==> src/rtl/core/gss_pkg.sv <==
// Package for the 3x3 grid stencil smoother: sizes, config register codes,
// beat structs and the control structs passed between the pipeline modules.
// Depends on nothing; every other file of the block but gss_ram imports it.
`default_nettype none
package gss_pkg;

  // Largest interior side and sample precision.
  localparam int MAX_INNER   = 4096;
  localparam int SAMPLE_BITS = 16;
  localparam int WEIGHT_BITS = 16;
  // Row and column fields are 13 bits wide, so MAX_INNER stays within 8189.
  localparam int POS_BITS    = 13;

  // Line memory: one entry per padded column, upper and middle row packed.
  localparam int LINE_DEPTH = MAX_INNER + 2;
  localparam int ADDR_BITS  = $clog2(LINE_DEPTH);
  localparam int LINE_BITS  = 2 * SAMPLE_BITS;

  // Datapath widths: four-sample sums, weighted products, accumulator.
  localparam int SUM_BITS   = SAMPLE_BITS + 2;
  localparam int PROD_BITS  = SUM_BITS + WEIGHT_BITS;
  localparam int CPROD_BITS = SAMPLE_BITS + WEIGHT_BITS;
  localparam int ACC_BITS   = PROD_BITS + 2;
  localparam int RND_BITS   = ACC_BITS - WEIGHT_BITS;
  localparam logic [ACC_BITS-1:0] ROUND_HALF = ACC_BITS'(1) << (WEIGHT_BITS - 1);

  // Configuration port.
  localparam int CFG_IDX_BITS  = 2;
  localparam int CFG_DATA_BITS = 16;

  typedef enum logic [CFG_IDX_BITS-1:0] {
    CFG_CORNER = 2'd0,
    CFG_EDGE   = 2'd1,
    CFG_CENTRE = 2'd2,
    CFG_INNER  = 2'd3
  } cfg_idx_t;

  localparam logic [WEIGHT_BITS-1:0] CORNER_RESET = 16'd3277;
  localparam logic [WEIGHT_BITS-1:0] EDGE_RESET   = 16'd6554;
  localparam logic [WEIGHT_BITS-1:0] CENTRE_RESET = 16'd26214;
  localparam logic [POS_BITS-1:0]    INNER_RESET  = POS_BITS'(MAX_INNER);

  typedef struct packed {
    logic [SAMPLE_BITS-1:0] sample;
    logic                   frame_start;
  } in_item_t;

  typedef struct packed {
    logic [SAMPLE_BITS-1:0] smoothed;
    logic [POS_BITS-1:0]    out_row;
    logic [POS_BITS-1:0]    out_col;
    logic                   frame_last;
  } out_item_t;

  // Position of one sample, worked out when the beat is taken.
  typedef struct packed {
    logic [ADDR_BITS-1:0] addr;
    logic [POS_BITS-1:0]  row;
    logic [POS_BITS-1:0]  col;
    logic                 produce;
    logic                 last;
  } pos_t;

  // Neighbourhood sums handed to the multiply stage.
  typedef struct packed {
    logic [SUM_BITS-1:0]    diag;
    logic [SUM_BITS-1:0]    direct;
    logic [SAMPLE_BITS-1:0] centre;
    logic [POS_BITS-1:0]    row;
    logic [POS_BITS-1:0]    col;
    logic                   last;
  } sums_t;

  typedef struct packed {
    logic [WEIGHT_BITS-1:0] corner_w;
    logic [WEIGHT_BITS-1:0] edge_w;
    logic [WEIGHT_BITS-1:0] centre_w;
  } weights_t;

endpackage
`default_nettype wire

==> src/rtl/core/gss_raster.sv <==
// Raster position tracker: row and column of each incoming sample, line
// memory address, interior flag and last-point flag. Uses gss_pkg.
`default_nettype none
module gss_raster (
  input  wire logic                          clk,
  input  wire logic                          rst,
  input  wire logic                          accept,
  input  wire gss_pkg::in_item_t             smp,
  input  wire logic [gss_pkg::POS_BITS-1:0]  inner_size,
  output gss_pkg::pos_t                      pos
);
  import gss_pkg::*;

  logic [POS_BITS-1:0] row_pos, col_pos;
  logic [POS_BITS-1:0] row_pos_next, col_pos_next;
  logic [POS_BITS-1:0] eff, side;
  logic [POS_BITS:0]   side_w, r, c, r_n, c_n;
  logic [POS_BITS-1:0] r_int, c_int;

  // Clamp the interior size and add the padding ring.
  always_comb begin
    if (inner_size == '0) begin
      eff = POS_BITS'(1);
    end else if (inner_size > POS_BITS'(MAX_INNER)) begin
      eff = POS_BITS'(MAX_INNER);
    end else begin
      eff = inner_size;
    end
    side   = eff + POS_BITS'(2);
    side_w = {1'b0, side};
  end

  // Position of this beat: restart on frame_start, wrap a stale position.
  always_comb begin
    if (smp.frame_start) begin
      r = '0;
      c = '0;
    end else begin
      r = {1'b0, row_pos};
      c = {1'b0, col_pos};
      if (c >= side_w) begin
        c = '0;
        r = r + 1'b1;
      end
      if (r >= side_w) begin
        r = '0;
      end
    end
  end

  // Advance to the next raster point.
  always_comb begin
    c_n = c + 1'b1;
    r_n = r;
    if (c_n >= side_w) begin
      c_n = '0;
      r_n = r + 1'b1;
      if (r_n >= side_w) begin
        r_n = '0;
      end
    end
    row_pos_next = r_n[POS_BITS-1:0];
    col_pos_next = c_n[POS_BITS-1:0];
  end

  // Interior indices and flags; the window centre sits one row and column back.
  always_comb begin
    r_int       = r[POS_BITS-1:0] - 1'b1;
    c_int       = c[POS_BITS-1:0] - 1'b1;
    pos.addr    = c[ADDR_BITS-1:0];
    pos.row     = r_int;
    pos.col     = c_int;
    pos.produce = (r >= (POS_BITS+1)'(2)) && (c >= (POS_BITS+1)'(2));
    pos.last    = (r == side_w - 1'b1) && (c == side_w - 1'b1);
  end

  always_ff @(posedge clk) begin
    if (rst) begin
      row_pos <= '0;
      col_pos <= '0;
    end else if (accept) begin
      row_pos <= row_pos_next;
      col_pos <= col_pos_next;
    end
  end

  a_start_pos: assert property (@(posedge clk) disable iff (rst)
    accept && smp.frame_start |=> row_pos == '0 && col_pos == POS_BITS'(1))
    else $error("position after frame_start is not row 0, column 1");

  a_last_wrap: assert property (@(posedge clk) disable iff (rst)
    accept && pos.last |=> row_pos == '0 && col_pos == '0)
    else $error("position did not wrap after the last grid point");

endmodule
`default_nettype wire

==> config.mk <==
export PLATFORM = sky130hd
export DESIGN_NAME = gss_raster
export DESIGN_NICKNAME = d
export VERILOG_FILES = /design/src/rtl/core/gss_pkg.sv /design/src/rtl/core/gss_raster.sv
export SDC_FILE = /design/constraint.sdc
export NUM_CORES = 1
export LEC_CHECK = 0
export BUFFER_PORTS_ARGS = -buffer_cell sky130_fd_sc_hd__buf_4
export CORE_MARGIN = 2
export CORE_UTILIZATION = 41
export DETAILED_ROUTE_END_ITERATION = 16
export GPL_TIMING_DRIVEN = 0
export MAX_ROUTING_LAYER = met4
export PLACE_DENSITY_LB_ADDON = 0.2
export SLEW_MARGIN = 0
export SYNTH_ARGS = -nofsm -noshare
export SYNTH_HDL_FRONTEND = slang
export SYNTH_SLANG_ARGS = --single-unit
==> constraint.sdc <==
create_clock -name clk -period 26.5 [get_ports clk]
set_input_delay 5.3 -clock clk [delete_from_list [all_inputs] [get_ports clk]]
set_output_delay 5.3 -clock clk [all_outputs]
set_load 0.01 [all_outputs]
# Word level (Yosys, flattened, before mapping)
# Cells that the tools add are included.
# totals
register_bits	26
output_inout_bits	41
wordCells	32
# op_classes
add_sub_neg	7
n_lt_le_gt_ge	7
eq_ne	2
n_mux	11
reduce_logical	3
# ops
cell	n
13-bit two-way mux	7
14-bit two-way mux	4
14-bit by 13-bit greater-or-equal comparator with 1-bit output	3
13-bit by 1-bit adder with 14-bit output (second input constant)	2
14-bit == test	2
14-bit by 2-bit greater-or-equal comparator with 1-bit output (second input constant)	2
13-bit by 1-bit subtractor with 13-bit output (second input constant)	2
14-bit by 1-bit adder with 14-bit output (second input constant)	1
13-bit by 1-bit subtractor with 14-bit output (second input constant)	1
13-bit by 2-bit adder with 13-bit output (second input constant)	1
13-bit greater-or-equal comparator	1
13-bit greater-than comparator (second input constant)	1
13-bit logical NOT	1
1-bit logical AND	2

# Depth between registers and ports, before layout
# logic_depth
word_depth	14
mapped_depth	42

# Least setup slack after synthesis
# Ideal clock, no wire load.
# synth_timing
path_type	input to output
start	input inner_size[12] (netlist bit)
end	output pos[0] (netlist bit)
arrival_ns	11.937
t_required_ns	21.200
setup_slack_ns	9.263
stages	33
n_path_buf	3
cell_sequence	buf_2 clkbuf_1 nor2b_1 ha_1 nand4_1 nor2_1 and3_1 xnor2_1 or2_2 ha_1 o211ai_1 nor3_1 mux2_2 nor2_1 o21ai_2 and3_1 or2_2 ha_1 a211o_1 a2111oi_0 o21ai_0 a21oi_1 nor2_1 a41o_1 or2_2 clkbuf_1 inv_1 ha_1 o211ai_1 nor4_1 nand4_1 nor4_1 and4_1
# synth_lines
item	line	rtl
start: declaration	gss_raster.sv:9	input wire logic [gss_pkg::POS_BITS-1:0] inner_size,
end: declaration	gss_raster.sv:10	output gss_pkg::pos_t pos

==> flow_summary.ini <==
[setup_path]
r2r_setup_slack_ns = 18.37
arrival_ns = 14.17
cpMaxStageDelayCell = nor2b_1
critical_path_class = primary input to output pin
crit_top_cell = ha_1
critPathCaptureType = output pin
cp.required_ns = 21.20
path_max_fanout = 10
worst_setup_path_start_kind = primary input
cpPeakStageDelay_ns = 0.69

[drt]
drtIter0Drc = 638
wl_per_cell_um = 20.0
drc = 0
vias = 6061
dr.pass1.iters = 5
wl_mm = 19.6
final_antenna_net_count = 0
drt-vias-per-instance = 6.16

[timing]
fin_crit_ns = 19.47
fmax_mhz = 51.4
drv_slew = 0
tns_ns = 0
max-slew-margin-rel_pct = 31.4
rsz0062_at_grt = false
min_period_over_period_pct = 73.5
skew_ns = 0.0130
holdWs_ns = 0.520
hold_violations = 0
worstMarginPinSlew_ns = 1.02
setup_viol = 0

[clock_network]
cts_tree = done
clock-root-buffer = clkbuf_16
cts_resized = 0
cts_buffers = 3
clk_latency_ns = 0.29
path_clk_slew_ns = 0.08
post_cts_buffers = 0
clk_path_buf_depth = 2
clock-sinks = 26
postCtsHoldBufs = 0
cts.htree.levels = 1

[logic_synthesis]
yosys-top-cells-count = nor2_1, nand2_1, ha_1
ys_types = 86
synth_edf_count = 0
ys_seq_area_share_pct = 9.65
yosysMostFrequentCell = nor2_1
dominantRegCellSynth = dfxtp_1
yosys_warnings = 0
syn_area_sq_mm = 0.00539
yosys-top-cells-area = ha_1, dfxtp_1, xnor2_1
postSynth.asyncResetShare_pct = 0
syn_area_per_cell_sq_um = 7.16
synth_top_area_share_pct = 13.7
synthesis.nets = 845
synth_top_area_cell = ha_1
syn_inst = 753
ys_seq_elements = 26

[die]
die_area_sq_mm = 0.0141
ioPinCount = 74
row_count = 41
die-height_um = 119
coreArea_sq_mm = 0.0127
initial_core_util_pct = 42.4
dieWidth_um = 119

[global_routing]
grt_antenna_before_repair = 0
grt_max_degree = 16
grt_pass1_vias = 5676
grt.total_usage_pct = 28.1
grt_pass1_wl_mm = 30.8
grt_overflow = 0

[finish]
final_layout_size_suffix_gt1_share_pct = 15.5
fillers = 1344
syn_to_final_growth_pct = 13.6
diodes = 0
fin_nets = 905

[min_path]
hold_path_class = register to register

[flow_run]
max-cap-violations = 0

[placement]
gp_congestion = 0.954
port_buffers = 55
dp_hpwl_mm = 15.4

[power]
p_leak_nw = 2.43
ir_drop_uv = 21.2
powerDensity_mw_per_mm2 = 32.1

[run_status]
outcome = finished, final reports clean
## cell type report
type / instances / area, sq um / area share [%]
Buffer: 42 / 199 / 3.25
Tap cell: 172 / 215 / 3.51
Sequential cell: 26 / 520 / 8.50
Clock inverter: 1 / 30.0 / 0.490
Multi-Input combinational cell: 654 / 4550 / 74.3
Timing Repair Buffer: 55 / 413 / 6.74
Inverter: 31 / 121 / 1.98
Clock buffer: 3 / 75.1 / 1.23
## registers in the layout (all words and copies together) (netlist names)
| name | cells |
|---|---|
| col_pos | 13 |
| row_pos | 13 |
## stage by stage
step / setup slack (ns) / total power [W] / util [%] / instances / instance area [sq um]
finish: 7.03 / 0.000197 / 48.2 / 984 / 6130
global route: 6.53 / 0.000207 / 48.2 / 984 / 6130
CTS: 7.23 / 0.000195 / 48.2 / 984 / 6130
detailed placement: 7.28 / 0.000147 / 47.3 / 980 / 6020
global placement: 7.35 / 0.000145 / 47.3 / 980 / 6020
floorplan: 9.26 / 0.000112 / - / 753 / 5390
## cells in the final DEF, fill, tap and decap left out, types with 13 or more instances in the layout
| cell type | instances |
|---|---|
| nor2_1 | 81 |
| nand2_1 | 61 |
| ha_1 | 59 |
| buf_4 | 56 |
| xnor2_1 | 47 |
| a21oi_1 | 42 |
| nand3_1 | 40 |
| o21ai_0 | 37 |
| clkbuf_1 | 30 |
| nor3_1 | 28 |
| inv_1 | 28 |
| dfxtp_1 | 26 |
| xor2_1 | 24 |
| and2_1 | 13 |
| nor4_1 | 13 |
## logic make-up after synthesis
group                      count (synthesis)  synth area share, %
muxes                                     11                 2.27
xor gates and xnor gates                  71                 11.5
adders and majority gates                 59                 13.7
buffers and inverters                     73                 5.94
and+or+nand+nor                          326                 32.2
DFF                                       26                 9.65
AOI/OAI and AO/OA                        187                 24.7
## worst max-delay path, delay by kind of cell
family / cells / cell delay (ns)
muxes: 1 / 0.29
and+or+nand+nor: 15 / 4.34
adders and majority gates: 4 / 1.48
xor gates and xnor gates: 1 / 0.27
buffers and inverters: 8 / 1.38
AOI/OAI and AO/OA: 6 / 1.09
## worst paths after layout
path	from	to	depth (start not counted)
worst max-delay path	inner_size[12]	pos[0]	35
worst min register to register	row_pos[10]	row_pos[10]	2
worst max register to register	col_pos[0]	row_pos[12]	33
worst min-delay path	row_pos[10]	row_pos[10]	2
## routing by layer
metal	GRT usage [%]	part of all wire (%)	vias to the layer above
met4	9.97	3.2	0
met1	38.2	43	2838
li1	-	-	2863
met2	43.2	45	312
met3	2.85	9.1	48
met5	-	0	-
## where the power goes
group | total (W) | switching (W) | internal, W
logic | 0.000105 | 0.0000631 | 0.0000421
clock network | 0.0000485 | 0.0000183 | 0.0000303
registers | 0.0000431 | 0.00000243 | 0.0000407
(Power assumes the default switching activity.)
