--- src/rtl/core/gss_pkg.sv ---
// Package for the 3x3 grid stencil smoother: sizes, config register codes,
// beat structs and the control structs passed between the pipeline modules.
// Depends on nothing; every other file of the block but gss_ram imports it.
`default_nettype none
package gss_pkg;

  // Largest interior side and sample precision.
  localparam int MAX_INNER   = 4096;
  localparam int SAMPLE_BITS = 16;
  localparam int WEIGHT_BITS = 16;
  // Row and column fields are 13 bits wide, so MAX_INNER stays within 8189.
  localparam int POS_BITS    = 13;

  // Line memory: one entry per padded column, upper and middle row packed.
  localparam int LINE_DEPTH = MAX_INNER + 2;
  localparam int ADDR_BITS  = $clog2(LINE_DEPTH);
  localparam int LINE_BITS  = 2 * SAMPLE_BITS;

  // Datapath widths: four-sample sums, weighted products, accumulator.
  localparam int SUM_BITS   = SAMPLE_BITS + 2;
  localparam int PROD_BITS  = SUM_BITS + WEIGHT_BITS;
  localparam int CPROD_BITS = SAMPLE_BITS + WEIGHT_BITS;
  localparam int ACC_BITS   = PROD_BITS + 2;
  localparam int RND_BITS   = ACC_BITS - WEIGHT_BITS;
  localparam logic [ACC_BITS-1:0] ROUND_HALF = ACC_BITS'(1) << (WEIGHT_BITS - 1);

  // Configuration port.
  localparam int CFG_IDX_BITS  = 2;
  localparam int CFG_DATA_BITS = 16;

  typedef enum logic [CFG_IDX_BITS-1:0] {
    CFG_CORNER = 2'd0,
    CFG_EDGE   = 2'd1,
    CFG_CENTRE = 2'd2,
    CFG_INNER  = 2'd3
  } cfg_idx_t;

  localparam logic [WEIGHT_BITS-1:0] CORNER_RESET = 16'd3277;
  localparam logic [WEIGHT_BITS-1:0] EDGE_RESET   = 16'd6554;
  localparam logic [WEIGHT_BITS-1:0] CENTRE_RESET = 16'd26214;
  localparam logic [POS_BITS-1:0]    INNER_RESET  = POS_BITS'(MAX_INNER);

  typedef struct packed {
    logic [SAMPLE_BITS-1:0] sample;
    logic                   frame_start;
  } in_item_t;

  typedef struct packed {
    logic [SAMPLE_BITS-1:0] smoothed;
    logic [POS_BITS-1:0]    out_row;
    logic [POS_BITS-1:0]    out_col;
    logic                   frame_last;
  } out_item_t;

  // Position of one sample, worked out when the beat is taken.
  typedef struct packed {
    logic [ADDR_BITS-1:0] addr;
    logic [POS_BITS-1:0]  row;
    logic [POS_BITS-1:0]  col;
    logic                 produce;
    logic                 last;
  } pos_t;

  // Neighbourhood sums handed to the multiply stage.
  typedef struct packed {
    logic [SUM_BITS-1:0]    diag;
    logic [SUM_BITS-1:0]    direct;
    logic [SAMPLE_BITS-1:0] centre;
    logic [POS_BITS-1:0]    row;
    logic [POS_BITS-1:0]    col;
    logic                   last;
  } sums_t;

  typedef struct packed {
    logic [WEIGHT_BITS-1:0] corner_w;
    logic [WEIGHT_BITS-1:0] edge_w;
    logic [WEIGHT_BITS-1:0] centre_w;
  } weights_t;

endpackage
`default_nettype wire

--- src/rtl/core/gss_window.sv ---
// Window stage: takes the line memory word, forwards a write to the same
// column, writes the shifted rows back, keeps the 3x3 window and forms the
// diagonal and direct sums. Uses gss_pkg.
`default_nettype none
module gss_window (
  input  wire logic                            clk,
  input  wire logic                            rst,
  input  wire logic                            accept,
  input  wire gss_pkg::in_item_t               smp,
  input  wire gss_pkg::pos_t                   pos,
  output logic                                 smp_ready,
  input  wire logic [gss_pkg::LINE_BITS-1:0]   rd_data,
  output logic                                 wr_en,
  output logic      [gss_pkg::ADDR_BITS-1:0]   wr_addr,
  output logic      [gss_pkg::LINE_BITS-1:0]   wr_data,
  output logic                                 sums_valid,
  input  wire logic                            mac_ready,
  output gss_pkg::sums_t                       sums
);
  import gss_pkg::*;

  logic                   s1_valid;
  pos_t                   s1_pos;
  logic [SAMPLE_BITS-1:0] s1_sample;
  logic                   fwd_hit;
  logic [LINE_BITS-1:0]   fwd_data;
  logic [SAMPLE_BITS-1:0] win [6];
  logic                   s1_fire;
  logic [LINE_BITS-1:0]   line;
  logic [SAMPLE_BITS-1:0] up, mid;

  // Interior beats wait for the multiply stage; padding beats just pass.
  assign s1_fire    = s1_valid && (!s1_pos.produce || mac_ready);
  assign smp_ready  = !s1_valid || s1_fire;
  assign sums_valid = s1_valid && s1_pos.produce;

  // Take the word just written when the read raced the write to one column.
  assign line = fwd_hit ? fwd_data : rd_data;
  assign up   = line[LINE_BITS-1:SAMPLE_BITS];
  assign mid  = line[SAMPLE_BITS-1:0];

  // Shift the rows down one line in memory.
  assign wr_en   = s1_fire;
  assign wr_addr = s1_pos.addr;
  assign wr_data = {mid, s1_sample};

  // Diagonal and direct neighbour sums around the window centre.
  always_comb begin
    sums.diag   = SUM_BITS'(win[0]) + SUM_BITS'(win[2]) + SUM_BITS'(up)
                + SUM_BITS'(s1_sample);
    sums.direct = SUM_BITS'(win[1]) + SUM_BITS'(win[3]) + SUM_BITS'(win[5])
                + SUM_BITS'(mid);
    sums.centre = win[4];
    sums.row    = s1_pos.row;
    sums.col    = s1_pos.col;
    sums.last   = s1_pos.last;
  end

  // Stage occupancy, forward flag and window columns.
  always_ff @(posedge clk) begin
    if (rst) begin
      s1_valid <= 1'b0;
      fwd_hit  <= 1'b0;
      for (int i = 0; i < 6; i++) begin
        win[i] <= '0;
      end
    end else begin
      if (accept) begin
        s1_valid <= 1'b1;
        fwd_hit  <= s1_fire && (s1_pos.addr == pos.addr);
      end else if (s1_fire) begin
        s1_valid <= 1'b0;
        fwd_hit  <= 1'b0;
      end
      if (s1_fire) begin
        win[0] <= win[3];
        win[1] <= win[4];
        win[2] <= win[5];
        win[3] <= up;
        win[4] <= mid;
        win[5] <= s1_sample;
      end
    end
  end

  // Hold the beat payload and the word being written.
  always_ff @(posedge clk) begin
    if (accept) begin
      s1_pos    <= pos;
      s1_sample <= smp.sample;
      fwd_data  <= {mid, s1_sample};
    end
  end

  a_fwd_occupied: assert property (@(posedge clk) disable iff (rst)
    fwd_hit |-> s1_valid)
    else $error("forward flag set with the window stage empty");

  a_stall_hold: assert property (@(posedge clk) disable iff (rst)
    s1_valid && !s1_fire |=> s1_valid && $stable(s1_pos))
    else $error("window stage lost or changed a stalled beat");

endmodule
`default_nettype wire

--- config.mk ---
export PLATFORM = sky130hd
export DESIGN_NAME = gss_window
export DESIGN_NICKNAME = d
export VERILOG_FILES = /design/src/rtl/core/gss_pkg.sv /design/src/rtl/core/gss_window.sv
export SDC_FILE = /design/constraint.sdc
export NUM_CORES = 1
export LEC_CHECK = 0
export BUFFER_PORTS_ARGS = -buffer_cell sky130_fd_sc_hd__buf_2
export CORE_MARGIN = 2
export CORE_UTILIZATION = 30
export DETAILED_ROUTE_END_ITERATION = 8
export GPL_TIMING_DRIVEN = 0
export SLEW_MARGIN = 10
export SYNTH_ARGS = -nofsm -noshare
export SYNTH_HDL_FRONTEND = slang
export SYNTH_SLANG_ARGS = --single-unit
--- constraint.sdc ---
create_clock -name clk -period 11.3 [get_ports clk]
set_clock_uncertainty 0.15 [all_clocks]
set_input_delay 0.565 -clock clk [delete_from_list [all_inputs] [get_ports clk]]
set_output_delay 0.565 -clock clk [all_outputs]
set_load 0.02 [all_outputs]
# ---- Yosys cells after proc, flatten, opt, wreduce, memory -nomap -nowiden
# Memory sizes are Yosys's and may differ from the RTL's.
# Index checks and enable logic that the tools add are counted.
# W data, S select, Z words.
dict set report totals {
  ramBits 96
  ff_bits 91
  wordCells 46
  n_memories 1
}
dict set report classes {
  n_bitwise 6
  reduce_logical 8
  n_eq_ne 1
  add_sub_neg 6
  muxes 15
}
# name words word_bits read_ports rd_clocked_by_memory_dff wr line_no
set memory_table {}
lappend memory_table {win 6 16 6 0 6 gss_window.sv:27} ;# logic [SAMPLE_BITS-1:0] win [6];
# operator count
set op_table {}
lappend op_table {{$mux W16} 6}
lappend op_table {{$add A17 B16 Y18} 2}
lappend op_table {{$add A18 B16 Y18} 2}
lappend op_table {{$add A16 B16 Y17} 2}
lappend op_table {{$mux W32} 1}
lappend op_table {{$eq A13 B13 Y1} 1}
lappend op_table {{$mux W1} 8}
lappend op_table {{$or A1 B1 Y1} 6}
lappend op_table {{$logic_and A1 B1 Y1} 3}
lappend op_table {{$logic_not A1 Y1} 2}
lappend op_table {{$logic_or A1 B1 Y1} 2}
lappend op_table {{$reduce_bool A2 Y1} 1}

# ---- Logic depth before layout (Yosys ltp)
dict set report logic_depth {
  depth_word 7
  depth_mapped 14
  mapped_depth_nobuf 11
}

# ---- Worst setup path before layout
# No wires, ideal clock.
dict set report synth_timing {
  path_type {register to output}
  startpoint {reg fwd_hit}
  endpoint {out sums[77] (netlist name)}
  path_stages_with_launch 13
  t_arrival_ns 3.862
  setup_slack_ns 6.723
  path_buffers 3
  path_cell_list {dfxtp_1 -> buf_2 -> buf_4 -> buf_2 -> mux2i_1 -> fa_1 -> fa_1 -> inv_1 -> ha_1 -> and3_1 -> a221oi_1 -> nor2_1 -> nor4_1}
}
# item line_no
set synth_lines {}
lappend synth_lines {{start: declaration} gss_window.sv:25} ;# logic fwd_hit;
lappend synth_lines {{start signal: assignment} gss_window.sv:70} ;# fwd_hit <= s1_fire && (s1_pos.addr == pos.addr);
lappend synth_lines {{end: declaration} gss_window.sv:18} ;# output gss_pkg::sums_t sums

==> impl_results.md <==
- Total Neg Setup Slack: 0 ps
- Post-synth top area cell: edfxtp_1
- Crit Path Class: register to output pin
- Leak: 5.72 nW
- Antenna Cells: 0
- Clock Tree Buf Depth: 2
- Final Routed Wirelength: 26,400 µm
- DR vias/cell: 4.32
- Startpoint Class: register
- # Max-Cap Violations: 0
- Layout cell share with drive strength beyond 1: 31.0%
- Die Y: 191 µm
- Area delta synth->final: 22.0%
- CP peak stage delay: 540 ps
- Clk slew on worst S/H paths: 80 ps
- Row cnt: 68
- CTS tree: done
- Max-slew violations: 0
- RSZ-0062 raised after global routing: no
- DRC: 0
- Setup Fix Bufs, Post-CTS: 0
- Least-Margin Pin Slew: 765 ps
- Hold/Removal Path Class: input pin to register
- Finished Core Util: 37.2%
- PortBufs: 219
- Pin count of the biggest net entering global routing: 58
- Total GRT Usage: 14.8%
- Maximum vdd drop: 0.130 mV
- Endpoints failing setup: 0
- CTS buffer count: 17
- HPWL after DPL: 20,000 µm
- Share of the synthesized area in the top cell type: 52.8%
- Gpl congestion: 0.836
- #FFs+latches synth: 187
- Crit path time final: 5700 ps
- Top Ports: 221
- PD cells: 188 nW/µm²
- Ys flop type: edfxtp_1
- Sequential fraction of the synthesis area: 53.1%
- Max Fclk: 0.175 GHz
- Antenna Violating Nets Remaining: 0
- Worst Path Required: 10,590 ps
- Initial antenna violation count: 0
- Final WS setup: 5600 ps
- Drt wl/cell: 16.8 µm
- Synth top area cells: edfxtp_1, fa_1, inv_1, buf_4, ha_1
- Crit-path cells: buf_2, buf_4, buf_2, mux2i_1, fa_1, fa_1, inv_1, ha_1, a21oi_1, nor2_1, o21a_1, a311oi_2, xnor2_1, buf_2
- Pre-CTS setup slack: 6000 ps
- Most instantiated cells after synthesis: edfxtp_1, inv_1, nor2_1
- Fill count: 3,498
- Worst-path fanout max: 10
- Most frequent cell after synthesis: edfxtp_1
- Initial Utilization: 30.5%
- Seq. cell area: 5600 µm²
- Post-Syn Area: 10,500 µm²
- Cell repeated most along the worst path: buf_2
- # clock sinks: 187
- FFs w/ async S/R, synth: 0%
- Syn avg cell area: 12.3 µm²
- GRT Residual Overflow: 0
- CTS root buf: clkbuf_16
- EDFF count, synth: 185
- Cells after Synth: 857
- Drt initial violations: 424
- First-pass GRT wire length: 39,500 µm
- Number of global-route vias before repair: 6,903
- Die W: 191 µm
- Die ar.: 36,600 µm²
- Syn nets: 1,049
- Fin. Hold Viols: 0
- Slew HR: 49.0%
- Critical Path Sink Type: output pin
- Status: complete, no violations
- H-tree Lvls: 4
- Core ar.: 34,500 µm²
- CP max-delay cell: fa_1
- Final cycle utilization of the critical path: 50.5%
- Routed vias: 6,768
- Post-CTS sizing: 0
- Yosys warns: 0
- Number of hold buffers added after CTS: 0
- Yosys cell types: 55
- DRT Pass-1 Iters: 5
- Clock Latency Late Sink: 450 ps
- Area of the multi-input gates: 3780 µm²
- Layout net count: 1,289
- CP arrival: 4990 ps
-- flip-flops by register name (all words and copies together) (netlist names) --
| register | count |
|---|---|
| win | 96 |
| fwd_data | 32 |
| sums | 27 |
| s1_sample | 16 |
| wr_addr | 13 |
| fwd_hit | 1 |
| s1_pos | 1 |
| s1_valid | 1 |
-- path summary, 6_finish.rpt --
kind / startpoint / end / slack [ps] / cells after the start
worst max-delay path: fwd_hit / sums[73] / 5600 / 14
worst min-delay path: smp[8] / s1_sample[7] / 130 / 1
worst max register to register: s1_pos[1] / win[1][9] / 8820 / 6
worst min register to register: s1_sample[8] / fwd_data[8] / 340 / 0
-- where the power goes --
group	leakage (nW)	internal, W	switching (W)
logic	3.53	0.000349	0.000622
clock network	0.287	0.000314	0.000299
registers	1.90	0.000817	0.0000199
-- logic make-up after synthesis --
group	share of synthesized area, %
buffers and inverters	11.1
flip-flops	53.1
AND/OR/NAND/NOR	7.82
adder cells (fa/ha/maj)	16.2
AO/OA/AOI/OAI	5.83
XOR/XNOR	2.83
multiplexers	3.10
-- worst max-delay path: cells and delay by family (launching register included) --
family | cells | cell delay (ps)
AOI/OAI and AO/OA | 3 | 720
xor gates and xnor gates | 1 | 210
adders and majority gates | 3 | 1450
buffers and inverters | 5 | 1230
DFF | 1 | 310
muxes | 1 | 500
and+or+nand+nor | 1 | 110
-- cells in the final DEF, fill, tap and decap left out, drive strengths merged, types with 4 or more instances in the layout --
master / Yosys / layout
mux2: 5 / 5
nand2: 17 / 17
edfxtp: 185 / 185
ha: 34 / 34
clkbuf: 6 / 24
and3: 7 / 7
buf: 70 / 291
nand4: 6 / 6
nor3: 6 / 6
and2: 30 / 30
a21o: 8 / 8
xnor2: 27 / 27
fa: 64 / 64
o21ai: 17 / 17
o21a: 4 / 4
o211ai: 4 / 4
a21oi: 31 / 31
clkinv: 0 / 8
nor2: 77 / 77
mux2i: 27 / 27
nand3: 12 / 12
nor2b: 4 / 4
inv: 169 / 174
xor2: 7 / 7
-- stage by stage --
step	power, W	instances	instance area (µm²)	hold WS (ps)
after floorplan	0.00151	857	10500	382
after global placement	0.00182	1531	12200	329
after detailed placement	0.00183	1533	12300	338
after CTS	0.00246	1565	12800	108
after global routing	0.00257	1565	12800	99.9
final	0.00242	1565	12800	132
-- routing by layer --
| metal | global-route usage [%] | routed length [µm] | part of all wire [%] |
|---|---|---|---|
| met5 | 0 | 0 | 0 |
| met4 | 4.17 | 405 | 1.5 |
| met3 | 4.48 | 1670 | 6.3 |
| met2 | 23.1 | 12100 | 46 |
| met1 | 19.8 | 12200 | 46 |
-- area by class of cell --
type                            count  share of cell area (%)
Buffer                             76                    4.14
Clock buffer                       18                    3.34
Clock inverter                     14                    1.25
Inverter                          169                    4.94
Multi-Input combinational cell    425                    29.4
Sequential cell                   187                    43.5
Tap cell                          455                    4.43
Timing Repair Buffer              221                    8.98
Power figures use the tool's default switching activity.
