**src/rtl/core/gss_pkg.sv**
```systemverilog
// Package for the 3x3 grid stencil smoother: sizes, config register codes,
// beat structs and the control structs passed between the pipeline modules.
// Depends on nothing; every other file of the block but gss_ram imports it.
`default_nettype none
package gss_pkg;

  // Largest interior side and sample precision.
  localparam int MAX_INNER   = 4096;
  localparam int SAMPLE_BITS = 16;
  localparam int WEIGHT_BITS = 16;
  // Row and column fields are 13 bits wide, so MAX_INNER stays within 8189.
  localparam int POS_BITS    = 13;

  // Line memory: one entry per padded column, upper and middle row packed.
  localparam int LINE_DEPTH = MAX_INNER + 2;
  localparam int ADDR_BITS  = $clog2(LINE_DEPTH);
  localparam int LINE_BITS  = 2 * SAMPLE_BITS;

  // Datapath widths: four-sample sums, weighted products, accumulator.
  localparam int SUM_BITS   = SAMPLE_BITS + 2;
  localparam int PROD_BITS  = SUM_BITS + WEIGHT_BITS;
  localparam int CPROD_BITS = SAMPLE_BITS + WEIGHT_BITS;
  localparam int ACC_BITS   = PROD_BITS + 2;
  localparam int RND_BITS   = ACC_BITS - WEIGHT_BITS;
  localparam logic [ACC_BITS-1:0] ROUND_HALF = ACC_BITS'(1) << (WEIGHT_BITS - 1);

  // Configuration port.
  localparam int CFG_IDX_BITS  = 2;
  localparam int CFG_DATA_BITS = 16;

  typedef enum logic [CFG_IDX_BITS-1:0] {
    CFG_CORNER = 2'd0,
    CFG_EDGE   = 2'd1,
    CFG_CENTRE = 2'd2,
    CFG_INNER  = 2'd3
  } cfg_idx_t;

  localparam logic [WEIGHT_BITS-1:0] CORNER_RESET = 16'd3277;
  localparam logic [WEIGHT_BITS-1:0] EDGE_RESET   = 16'd6554;
  localparam logic [WEIGHT_BITS-1:0] CENTRE_RESET = 16'd26214;
  localparam logic [POS_BITS-1:0]    INNER_RESET  = POS_BITS'(MAX_INNER);

  typedef struct packed {
    logic [SAMPLE_BITS-1:0] sample;
    logic                   frame_start;
  } in_item_t;

  typedef struct packed {
    logic [SAMPLE_BITS-1:0] smoothed;
    logic [POS_BITS-1:0]    out_row;
    logic [POS_BITS-1:0]    out_col;
    logic                   frame_last;
  } out_item_t;

  // Position of one sample, worked out when the beat is taken.
  typedef struct packed {
    logic [ADDR_BITS-1:0] addr;
    logic [POS_BITS-1:0]  row;
    logic [POS_BITS-1:0]  col;
    logic                 produce;
    logic                 last;
  } pos_t;

  // Neighbourhood sums handed to the multiply stage.
  typedef struct packed {
    logic [SUM_BITS-1:0]    diag;
    logic [SUM_BITS-1:0]    direct;
    logic [SAMPLE_BITS-1:0] centre;
    logic [POS_BITS-1:0]    row;
    logic [POS_BITS-1:0]    col;
    logic                   last;
  } sums_t;

  typedef struct packed {
    logic [WEIGHT_BITS-1:0] corner_w;
    logic [WEIGHT_BITS-1:0] edge_w;
    logic [WEIGHT_BITS-1:0] centre_w;
  } weights_t;

endpackage
`default_nettype wire

```
**src/rtl/core/gss_mac.sv**
```systemverilog
// Weighting stage: three products, then round half up, saturate and hold
// the result beat in the output register. Uses gss_pkg.
`default_nettype none
module gss_mac (
  input  wire logic               clk,
  input  wire logic               rst,
  input  wire logic               sums_valid,
  input  wire gss_pkg::sums_t     sums,
  output logic                    mac_ready,
  input  wire gss_pkg::weights_t  weights,
  output logic                    res_valid,
  input  wire logic               res_ready,
  output gss_pkg::out_item_t      res
);
  import gss_pkg::*;

  logic                   s2_valid;
  logic [PROD_BITS-1:0]   prod_diag, prod_direct;
  logic [CPROD_BITS-1:0]  prod_centre;
  logic [POS_BITS-1:0]    s2_row, s2_col;
  logic                   s2_last;
  logic                   s3_ready, s2_adv;
  logic [ACC_BITS-1:0]    acc;
  logic [RND_BITS-1:0]    rounded;
  logic [SAMPLE_BITS-1:0] sat;

  assign s3_ready  = !res_valid || res_ready;
  assign mac_ready = !s2_valid || s3_ready;
  assign s2_adv    = s2_valid && s3_ready;

  // Sum the products, round half up, clip at full scale.
  always_comb begin
    acc = ACC_BITS'(prod_diag) + ACC_BITS'(prod_direct) + ACC_BITS'(prod_centre)
        + ROUND_HALF;
    rounded = acc[ACC_BITS-1:WEIGHT_BITS];
    if (rounded[RND_BITS-1:SAMPLE_BITS] != '0) begin
      sat = '1;
    end else begin
      sat = rounded[SAMPLE_BITS-1:0];
    end
  end

  always_ff @(posedge clk) begin
    if (rst) begin
      s2_valid  <= 1'b0;
      res_valid <= 1'b0;
    end else begin
      if (mac_ready) begin
        s2_valid <= sums_valid;
      end
      if (s3_ready) begin
        res_valid <= s2_valid;
      end
    end
  end

  // Multiply, then hold the finished beat until the receiver takes it.
  always_ff @(posedge clk) begin
    if (mac_ready && sums_valid) begin
      prod_diag   <= PROD_BITS'(sums.diag) * PROD_BITS'(weights.corner_w);
      prod_direct <= PROD_BITS'(sums.direct) * PROD_BITS'(weights.edge_w);
      prod_centre <= CPROD_BITS'(sums.centre) * CPROD_BITS'(weights.centre_w);
      s2_row      <= sums.row;
      s2_col      <= sums.col;
      s2_last     <= sums.last;
    end
    if (s2_adv) begin
      res.smoothed   <= sat;
      res.out_row    <= s2_row;
      res.out_col    <= s2_col;
      res.frame_last <= s2_last;
    end
  end

  a_prod_hold: assert property (@(posedge clk) disable iff (rst)
    s2_valid && !s3_ready |=> s2_valid && $stable(prod_diag) && $stable(prod_direct))
    else $error("multiply stage changed while the output was stalled");

endmodule
`default_nettype wire
```
**config.mk**
```make
export PLATFORM = sky130hd
export DESIGN_NAME = gss_mac
export DESIGN_NICKNAME = d
export VERILOG_FILES = /design/src/rtl/core/gss_pkg.sv /design/src/rtl/core/gss_mac.sv
export SDC_FILE = /design/constraint.sdc
export NUM_CORES = 2
export LEC_CHECK = 0
export BUFFER_PORTS_ARGS = -buffer_cell sky130_fd_sc_hd__buf_2
export CELL_PAD_IN_SITES_DETAIL_PLACEMENT = 2
export CELL_PAD_IN_SITES_GLOBAL_PLACEMENT = 2
export CORE_MARGIN = 2
export CORE_UTILIZATION = 38
export CTS_BUF_LIST = sky130_fd_sc_hd__clkbuf_4 sky130_fd_sc_hd__clkbuf_8 sky130_fd_sc_hd__clkbuf_16
export DETAILED_ROUTE_END_ITERATION = 6
export GPL_ROUTABILITY_DRIVEN = 0
export GPL_TIMING_DRIVEN = 0
export PLACE_DENSITY_LB_ADDON = 0.1
export REMOVE_ABC_BUFFERS = 1
export SYNTH_ARGS = -nofsm -noshare
export SYNTH_HDL_FRONTEND = slang
export SYNTH_SLANG_ARGS = --single-unit
```
**constraint.sdc**
```tcl
create_clock -name clk -period 7.59 [get_ports clk]
set_input_delay 1.1385 -clock clk [delete_from_list [all_inputs] [get_ports clk]]
set_output_delay 1.1385 -clock clk [all_outputs]
set_load 0.005 [all_outputs]
```
==> Word-level counts from Yosys, hierarchy flattened <==
Index checks and enable logic that the tools add are counted.
Widths: inputs -> output; s select.
{ "totals": {"register_bits": 172, "out_inout_bits": 45, "elab_cells": 25} }
{ "classes": {"add_sub_neg": 3, "multipliers": 3, "n_reduce_logical": 7} }
{ "ops": {"columns": ["cell", "count"], "rows": [
  ["$mul 18x16->34", 2],
  ["$add 35x32->36", 1],
  ["$add 36x16->36 const B", 1],
  ["$add 34x34->35", 1],
  ["$mul 16x16->32", 1],
  ["$reduce_bool 4->1", 1],
  ["$logic_and 1x1->1", 2],
  ["$logic_not 1->1", 2],
  ["$logic_or 1x1->1", 2]
]} }

==> Depth between registers and ports, before layout <==
{ "depth": {"word_depth": 4, "depth_mapped": 25, "depth_no_buf": 23} }

==> Least setup slack after synthesis <==
No wires, ideal clock.
{ "synth_timing": {"path_kind": "input port to flip-flop", "start": "input weights[23] (netlist name)", "end": "register prod_direct[33] (data pin)", "setup_time_ps": 260, "t_arrival_ps": 6898, "setup_slack_ps": 432, "path_stages": 23, "path_buffers": 3, "cell_sequence": "clkbuf_1 > clkbuf_1 > nand2_1 > fa_1 > inv_1 > fa_1 > fa_1 > fa_1 > fa_1 > inv_1 > fa_1 > inv_1 > ha_1 > clkbuf_1 > a21o_1 > a21o_1 > a221oi_1 > o31ai_1 > a221oi_1 > o211ai_1 > a41o_1 > a21oi_1 > xnor2_1"} }
{ "synth_via": {"elab_chain_len": 1} }
{ "synth_lines": {"columns": ["item", "line_no", "rtl"], "rows": [
  ["start: declaration", "gss_mac.sv:10", "input wire gss_pkg::weights_t weights,"],
  ["$mul 18x16->34", "gss_mac.sv:61", "prod_direct <= PROD_BITS'(sums.direct) * PROD_BITS'(weights.edge_w);"],
  ["end signal: assignment", "gss_mac.sv:61", null],
  ["end: declaration", "gss_mac.sv:18", "logic [PROD_BITS-1:0] prod_diag, prod_direct;"]
]} }
Every way passes these cells.
A chain may end at the register's enable or synchronous reset.

==> Worst setup path after layout <==
{ "layout_timing": {"start": "input weights[17] (netlist name)", "end": "register prod_direct[33] (data pin)"} }
The elaborated chain is that of the path after synthesis.

==> impl_metrics.sql <==
INSERT INTO impl_metrics (metric_group, metric, value, unit) VALUES
('clock_tree', 'clock_path_buffers', '2', ''),
('sta', 'worst_hold_slack', '0.426', 'ns'),
('drt', 'drt-initial-drc-count', '763', ''),
('clock_tree', 'insertion_delay', '0.46', 'ns'),
('worst_setup_path', 'worstPathRequired', '7.79', 'ns'),
('sta', 'hold_viol', '0', ''),
('sta', 'fin_ws', '0.344', 'ns'),
('die', 'dieArea', '92800', 'um^2'),
('synthesis', 'synth_cell_type_count', '66', ''),
('clock_tree', 'cts_inserted_buffers', '17', ''),
('clock_tree', 'numClockSinks', '172', ''),
('synthesis', 'synth_seq_cells', '172', ''),
('sta', 'final-setup-viol-count', '0', ''),
('die', 'floorplan.core_area', '89700', 'um^2'),
('clock_tree', 'postCtsHoldBufs', '0', ''),
('worst_setup_path', 'regToRegEndpoint', 'res[36]$_SDFFCE_PP1P_', ''),
('worst_setup_path', 'ff2ff_setup_slack', '2.90', 'ns'),
('drt', 'total_number_of_vias', '24100', ''),
('clock_tree', 'clk_transition_reported_paths', '0.08', 'ns'),
('drt', 'drc', '0', ''),
('sta', 'worstMarginPinSlew', '0.864', 'ns'),
('final_layout', 'nets', '4739', ''),
('worst_setup_path', 'r2r_start', 'prod_diag[4]$_DFFE_PP_', ''),
('sta', 'final.setup_skew', '0.0168', 'ns'),
('grt', 'antenna_violations_before_repair', '3', ''),
('final_layout', 'drive_gt1_frac', '0.0675', ''),
('job', 'max_cap_violations', '0', ''),
('worst_setup_path', 'setup.worst_path.end_class', 'flip-flop', ''),
('worst_setup_path', 'cp-endpoint', 'prod_direct[33]$_DFFE_PP_', ''),
('status', 'run_status', 'finished clean', ''),
('placement', 'dpl.hpwl', '82000', 'um'),
('synthesis', 'post-synth-top-area-fraction', '0.390', ''),
('synthesis', 'yosys_warn_count', '0', ''),
('synthesis', 'synthCells', '3471', ''),
('min_path', 'min-delay-path-class', 'flip-flop to flip-flop', ''),
('synthesis', 'synth.cells.most_frequent', 'sky130_fd_sc_hd__inv_1, sky130_fd_sc_hd__fa_1, sky130_fd_sc_hd__nand2_1', ''),
('final_layout', 'final_area', '37000', 'um^2'),
('sta', 'fin_crit', '7.25', 'ns'),
('die', 'num_rows', '110', ''),
('grt', 'grt_first_pass_wirelength', '163000', 'um'),
('drt', 'detail_route.wirelength', '98800', 'um'),
('worst_setup_path', 'worst_r2r_path_depth', '12', ''),
('worst_setup_path', 'worst-setup-path-type', 'input port to flip-flop', ''),
('synthesis', 'dominantRegCellSynth', 'sky130_fd_sc_hd__edfxtp_1', ''),
('worst_setup_path', 'critPathLaunch', 'weights[17]', ''),
('synthesis', 'yosys.area.top_type', 'sky130_fd_sc_hd__fa_1', ''),
('sta', 'fmax', '0.138', 'GHz'),
('placement', 'post-place-ws', '-0.702', 'ns'),
('die', 'initial_utilization', '0.383', ''),
('final_layout', 'fill_cells', '9600', ''),
('clock_tree', 'root_buffer', 'sky130_fd_sc_hd__clkbuf_16', ''),
('final_layout', 'syn_to_final_growth', '7.75', '%'),
('clock_tree', 'postCtsSetupBuffers', '0', ''),
('clock_tree', 'tritoncts', 'built', ''),
('worst_setup_path', 'crit_fanout', '18', ''),
('grt', 'remaining_global_route_overflow', '0', ''),
('synthesis', 'async_flop_share', '0', ''),
('worst_setup_path', 'worst_setup_sp_type', 'input port', ''),
('grt', 'grt_max_degree', '60', ''),
('sta', 'grt_setup_unrepaired', 'no', ''),
('synthesis', 'netlist_top_cells_area', 'sky130_fd_sc_hd__fa_1, sky130_fd_sc_hd__edfxtp_1, sky130_fd_sc_hd__ha_1', ''),
('synthesis', 'synth_enable_flop_cells', '170', ''),
('sta', 'tns', '0', 'ns'),
('die', 'die_y', '305', 'um'),
('clock_tree', 'h-tree-depth', '4', ''),
('drt', 'routed_via_density', '5.07', ''),
('drt', 'post_detailed_route_wirelength_per_cell', '20.8', 'um'),
('worst_setup_path', 'timing.critical_path.arrival', '7.45', 'ns'),
('synthesis', 'top_count_cell_post_synth', 'sky130_fd_sc_hd__inv_1', ''),
('placement', 'port-buffer-count', '175', ''),
('placement', 'placedInstanceArea', '36400', 'um^2'),
('grt', 'track_usage', '0.223', ''),
('min_path', 'min_path_cells', '0', ''),
('sta', 'timing.final.crit_share', '0.955', ''),
('sta', 'report.final.slew_viol_count', '0', ''),
('drt', 'first_pass_iters', '5', ''),
('synthesis', 'synth-seq-area-share', '0.150', ''),
('synthesis', 'synth.cell_area', '34400', 'um^2'),
('die', 'ioPinCount', '176', ''),
('sta', 'slew_headroom', '0.417', ''),
('synthesis', 'post_synth.cell_area_avg', '9.90', 'um^2'),
('drt', 'detail-route-antenna-nets', '0', ''),
('die', 'die_w', '305', 'um'),
('grt', 'via_count_of_the_first_global_routing_pass', '29500', '');
[kinds of logic (layout without fill, tap and decap cells)]
family	count (synthesis)	count (layout)	share of synthesized area
other cells	0	1	0
flops	172	172	0.150
fa+ha+maj	1053	1053	0.530
xor+xnor	101	101	0.0258
simple gates	1043	1043	0.150
compound gates	279	279	0.0540
buf+inv	821	918	0.0897
mux	2	2	0.000619
[registers in the layout (all words and copies together) (netlist names)]
name / flops
prod_direct: 34
prod_diag: 34
s2_row: 13
res: 43
s2_last: 1
s2_valid: 1
prod_centre: 32
res_valid: 1
s2_col: 13
[critical path, stage by stage]
cell and delay, ns:
sky130_fd_sc_hd__buf_2 0.38, sky130_fd_sc_hd__nand2_1 0.17, sky130_fd_sc_hd__fa_1 0.56, sky130_fd_sc_hd__fa_1 0.57, sky130_fd_sc_hd__inv_1 0.06, sky130_fd_sc_hd__fa_1 0.49, sky130_fd_sc_hd__fa_1 0.47, sky130_fd_sc_hd__fa_1 0.53
sky130_fd_sc_hd__inv_1 0.06, sky130_fd_sc_hd__fa_1 0.49, sky130_fd_sc_hd__inv_1 0.05, sky130_fd_sc_hd__ha_1 0.38, sky130_fd_sc_hd__a21o_1 0.21, sky130_fd_sc_hd__a21o_1 0.18, sky130_fd_sc_hd__a221oi_1 0.42, sky130_fd_sc_hd__o31ai_2 0.21
sky130_fd_sc_hd__a221oi_2 0.37, sky130_fd_sc_hd__o211ai_1 0.19, sky130_fd_sc_hd__a41o_1 0.24, sky130_fd_sc_hd__a21oi_1 0.17, sky130_fd_sc_hd__xnor2_1 0.09
[worst min path at each step]
stage | startpoint | end | slack [ns]
2_1_floorplan | s2_last$_DFFE_PP_ | res[0]$_DFFE_PP_ | 0.40
3_3_place_gp | s2_col[3]$_DFFE_PP_ | res[4]$_DFFE_PP_ | 0.40
3_5_place_dp | s2_row[12]$_DFFE_PP_ | res[26]$_DFFE_PP_ | 0.41
4_1_cts | s2_row[11]$_DFFE_PP_ | res[25]$_DFFE_PP_ | 0.43
5_1_grt | s2_col[11]$_DFFE_PP_ | res[12]$_DFFE_PP_ | 0.44
6_report | s2_row[11]$_DFFE_PP_ | res[25]$_DFFE_PP_ | 0.43
[routing by layer]
metal  wire [um]  share of wire  track usage  up-vias
met3        2180          0.022       0.0204       72
met4        1400          0.014       0.0395        0
met5           0              0            0        -
met2       54300           0.55        0.428      250
met1       40900           0.41        0.272    12900
li1            -              -            -    10800
[per-stage QoR]
step	cells	utilization
finish	4745	0.413
detailed placement	4712	0.405
global route	4744	0.412
CTS	4744	0.412
floorplan	3358	-
global placement	4709	0.404
[placed cells by master (no fill, tap or decap), drive strengths merged, types with 70 or more instances in the layout]
| cell | n |
|---|---|
| ha | 383 |
| buf | 173 |
| inv | 717 |
| edfxtp | 170 |
| nand2 | 489 |
| xnor2 | 70 |
| fa | 670 |
| and2 | 394 |
| a21oi | 83 |
[cell type report]
cell class / count / area (um^2) / share of cell area
inverter: 708 / 2660 / 0.0718
clock buffer: 17 / 425 / 0.0115
multi-input combinational: 2478 / 26200 / 0.707
antenna: 1 / 2.50 / 0.0000676
timing repair buffer: 178 / 963 / 0.0260
sequential: 172 / 5140 / 0.139
tap: 1176 / 1470 / 0.0397
clock inverter: 15 / 164 / 0.00443
[repair_timing]
| item | CTS | global route |
|---|---|---|
| pin swaps | 0 | 1 |
| setup endpoints to repair | 2 | 9 |
| hold endpoints to repair | 0 | 0 |
| resized for setup | 2 | 13 |
| gates cloned | 0 | 0 |
Power is not shown: default switching activity piles up to over one toggle a cycle in this logic, so the estimate is an artifact.
